$ cat src/rtl/core/bpc_pkg.sv
package bpc_pkg;

  localparam int unsigned DataW      = 32;
  localparam int unsigned CalW       = 16;
  localparam int unsigned UpW        = 19;
  localparam int unsigned OssW       = 2;
  localparam int unsigned CalIdxW    = 3;
  localparam int unsigned QueueDepth = 4;

  localparam logic [DataW-1:0] B6Offset = 32'd4000;
  localparam logic [DataW-1:0] B4Bias   = 32'd32768;
  localparam logic [15:0]      B7Scale  = 16'd50000;
  localparam logic [DataW-1:0] PCoefA   = 32'd3038;
  localparam logic [DataW-1:0] PCoefB   = 32'd7357;
  localparam logic [DataW-1:0] PCoefC   = 32'd3791;

  typedef enum logic [CalIdxW-1:0] {
    CAL_AC1   = 3'd0,
    CAL_AC2   = 3'd1,
    CAL_AC3   = 3'd2,
    CAL_AC4   = 3'd3,
    CAL_AC5   = 3'd4,
    CAL_AC6   = 3'd5,
    CAL_B1_B2 = 3'd6,
    CAL_MC_MD = 3'd7
  } cal_idx_e;

  typedef struct packed {
    logic [CalW-1:0] ac1;
    logic [CalW-1:0] ac2;
    logic [CalW-1:0] ac3;
    logic [CalW-1:0] ac4;
    logic [CalW-1:0] ac5;
    logic [CalW-1:0] ac6;
    logic [CalW-1:0] b1;
    logic [CalW-1:0] b2;
    logic [CalW-1:0] mc;
    logic [CalW-1:0] md;
  } cal_t;

  typedef struct packed {
    logic [DataW-1:0] x1;
    logic [DataW-1:0] div;
    logic [UpW-1:0]   up;
    logic [OssW-1:0]  oss;
  } fe_item_t;

  function automatic logic [DataW-1:0] asr(input logic [DataW-1:0] v, input int unsigned sh);
    return DataW'($signed(v) >>> sh);
  endfunction

  function automatic logic [DataW-1:0] sx(input logic [CalW-1:0] v);
    return {{(DataW-CalW){v[CalW-1]}}, v};
  endfunction

endpackage

$ cat src/rtl/core/bpc_queue.sv
module bpc_queue import bpc_pkg::*; #(
  parameter int unsigned Depth = QueueDepth
) (
  input  logic     clk_i,
  input  logic     rst_ni,
  input  logic     push_i,
  input  fe_item_t item_i,
  output logic     full_o,
  input  logic     pop_i,
  output logic     valid_o,
  output fe_item_t item_o
);

  localparam int unsigned PtrW = (Depth > 1) ? $clog2(Depth) : 1;
  localparam int unsigned CntW = $clog2(Depth + 1);

  fe_item_t        mem_q [Depth];
  logic [PtrW-1:0] wr_q, rd_q;
  logic [CntW-1:0] cnt_q;

  assign full_o  = (cnt_q == CntW'(Depth));
  assign valid_o = (cnt_q != '0);
  assign item_o  = mem_q[rd_q];

  always_ff @(posedge clk_i or negedge rst_ni) begin
    if (!rst_ni) begin
      wr_q  <= '0;
      rd_q  <= '0;
      cnt_q <= '0;
    end else begin
      if (push_i) wr_q <= (wr_q == PtrW'(Depth - 1)) ? '0 : wr_q + 1'b1;
      if (pop_i)  rd_q <= (rd_q == PtrW'(Depth - 1)) ? '0 : rd_q + 1'b1;
      if (push_i && !pop_i) cnt_q <= cnt_q + 1'b1;
      else if (pop_i && !push_i) cnt_q <= cnt_q - 1'b1;
    end
  end

  always_ff @(posedge clk_i) begin
    if (push_i) mem_q[wr_q] <= item_i;
  end

endmodule

$ cat config.mk
export PLATFORM = sky130hd
export DESIGN_NAME = bpc_queue
export DESIGN_NICKNAME = d
export VERILOG_FILES = /design/src/rtl/core/bpc_pkg.sv /design/src/rtl/core/bpc_queue.sv
export SDC_FILE = /design/constraint.sdc
export NUM_CORES = 1
export LEC_CHECK = 0
export BUFFER_PORTS_ARGS = -buffer_cell sky130_fd_sc_hd__buf_2
export CAP_MARGIN = 20
export CORE_UTILIZATION = 30
export DETAILED_ROUTE_END_ITERATION = 10
export PLACE_DENSITY = 0.58
export SKIP_CTS_REPAIR_TIMING = 1
export SLEW_MARGIN = 30
export SYNTH_ARGS = -nofsm -noshare
export SYNTH_HDL_FRONTEND = slang
export SYNTH_SLANG_ARGS = --single-unit
$ cat constraint.sdc
create_clock -name clk_i -period 6.65 [get_ports clk_i]
set_clock_uncertainty 0.1 [all_clocks]
set_input_delay 0.665 -clock clk_i [delete_from_list [all_inputs] [get_ports clk_i]]
set_output_delay 0.665 -clock clk_i [all_outputs]
set_load 0.01 [all_outputs]
==> reports/metrics.cfg <==
[global_routing]
grt_max_degree=60
antenna_found_initial=2
grt_pass1_vias=6135
grt-ovfl-total=0
track_usage=0.116
grt_pass1_wl_um=37100

[setup_path]
end_kind=output port
crit_path_max_incr_delay_ps=930
critPathRequiredTime_ps=5880
ff2ff_setup_slack_ps=4140
worstRegToRegCells=4
cp_max_fo=48
critPathLaunchType=register
cp_slowest_cell=dfrtp_4
timing.rr.end=mem_q[0][10]
worstPathArrival_ps=2750
crit_type=reg -> out
r2r-start=wr_q[0]
cp_cell_sequence=buf_4 > mux4_2 > buf_2

[floorplanning]
die-area_um2=43200
die_w_um=208
design.core.area_um2=41900
start_util=0.303
num_io_pins=176
die_y_um=208
rows=75

[sta]
timing.final.ws_setup_ps=3130
tightest_slew_ps=897
slew_headroom=0.402
report.final.hold_viol_count=0
fmax_ghz=0.284
finalMaxSlewViolations=0
timing.final.crit_share=0.529
fin_crit_ps=3520
holdWs_ps=237
setup_tns_ps=0
rsz0062_at_grt=no
setup_viol=0

[place]
hpwl_um=14200
placed_cells=1185
place_area_um2=14200
post-place-ws_ps=3610
io_buffers=175
gp_congestion=0.665

[cts]
cts_root_buffer=clkbuf_16
cts_tree=yes
htree_levels=2
numCtsBuffers=39
worstSkewPairLatency_ps=530
cts.sinks=347
clockBufferDepth=3
clk_pin_slew_worst_paths_ps=60

[pwr]
p_comb_frac=0.248
leakage_nw=5.23
p_int_mw=4.88
max-vdd-ir-drop_v=0.000254
swShare=0.277
clockPowerShare=0.313
pwr-share-seq=0.439
p_sw_mw=1.86
cellPowerDensity_nw_per_um2=435

[route]
vias=5658
viasPerCell=4.50
drt_wl_total_um=24700
drc=0
drt-wirelength-per-cell_um=19.6
dr.pass1.iters=4
ant_nets=0
drt-initial-drc-count=218

[synth]
synth_top_family_by_area=multiplexers
yosys.area_share.simple=0.00463
yosys.area_share.adder=0.00749
postSynthAreaPerCell_um2=26.4
syn-cell-area_um2=12700
yosys_warnings=0
synthXorXnorAreaFrac=0.00207
synth_compound_area_frac=0.00138
synth_mux_area_frac=0.152
synth_seq_cells=347
yosysSeqAreaShare=0.818
synth_cell_types=23
synth_nets=578
netlist_instances=482

[cells_and_area]
instances_no_fill=1257
drive_above_1_share=0.460
fillers=3802
final_nets=785
area_growth_pct=22.0
final_area_um2=15500
antenna-diode-count=0
final_common_cell=edfxtp_1
seq_area_um2=10400
final_cell_mix=edfxtp_1, buf_2, mux4_2, clkbuf_16, clkinv_1
multi_input_area_um2=2140

[worst_hold_path]
hold_end=mem_q[3][49]
whs_path_depth=1
min_from=item_i[49]
hold_path.class=in -> reg

[flow_run]
drv_cap=0

[run_status]
status=complete, no violations

synth_stat cells:
master	count	area [um2]
edfxtp_1	340	10200
mux4_2	85	1910
buf_2	8	40.0
dfrtp_1	7	175
ha_1	6	75.1
and2_1	4	25.0
buf_4	4	30.0
inv_1	4	15.0
buf_12	3	60.1
clkbuf_1	3	11.3
mux2_2	2	22.5
nand2_1	2	7.51
nor2_1	2	7.51
o21ai_0	2	10.0
xor2_1	2	17.5
a21o_1	1	7.51
buf_6	1	11.3
buf_8	1	15.0
fa_1	1	20.0
nor3_1	1	5.00
nor3b_1	1	7.51
or3_1	1	6.26
xnor2_1	1	8.76
logic make-up after synthesis:
group,Yosys count
simple gates,11
flops,347
xor+xnor,3
buf+inv,24
mux,87
fa+ha+maj,7
compound gates,3
worst max-delay path, delay by kind of cell (launching register included):
| family | cells | cell delay [ps] |
|---|---|---|
| buffers and inverters | 2 | 800 |
| flip-flops | 1 | 930 |
| multiplexers | 1 | 430 |
metal layers:
metal | track usage | up-vias | share of wire
met5 | 0 | - | 0.0011
met4 | 0.0378 | 4 | 0.022
met3 | 0.0419 | 49 | 0.065
met2 | 0.192 | 155 | 0.50
met1 | 0.140 | 2943 | 0.41
li1 | - | 2507 | -
metrics by stage:
stage	utilization	power (mW)
final	0.370	6.74
after global routing	0.370	7.07
after CTS	0.370	6.89
after detailed placement	0.339	4.74
after global placement	0.338	4.69
after floorplan	-	4.10
power by group through the flow:
| stage | sequential (mW) | combinational (mW) | clock [mW] |
|---|---|---|---|
| finish | 2.96 | 1.67 | 2.11 |
| global route | 3.00 | 1.81 | 2.26 |
| CTS | 2.97 | 1.73 | 2.18 |
| detailed placement | 3.02 | 1.73 | 0 |
| global placement | 3.08 | 1.62 | 0 |
| floorplan | 2.93 | 1.17 | 0 |
how the worst max path moves through the flow:
stage / slack [ps] / from / endpoint
finish: 3130 / rd_q[1] / item_o[76]
detailed placement: 3610 / rd_q[1] / item_o[61]
floorplan: 3460 / push_i / mem_q[0][0]
global placement: 3340 / rd_q[0] / item_o[2]
global route: 2980 / rd_q[1] / item_o[76]
CTS: 3010 / rd_q[1] / item_o[61]
final cells by class:
class	count	share of cell area
multi-input combinational	111	0.138
inverter	4	0.000969
clock inverter	21	0.0133
timing repair buffer	186	0.0649
clock buffer	49	0.0682
sequential	347	0.671
tap	539	0.0435
sequential cells by signal, indices dropped and copies added, names as in the netlist:
name,count
cnt_q,3
rd_q,2
mem_q,340
wr_q,2
Note: power is estimated with default switching activity, not from simulation.
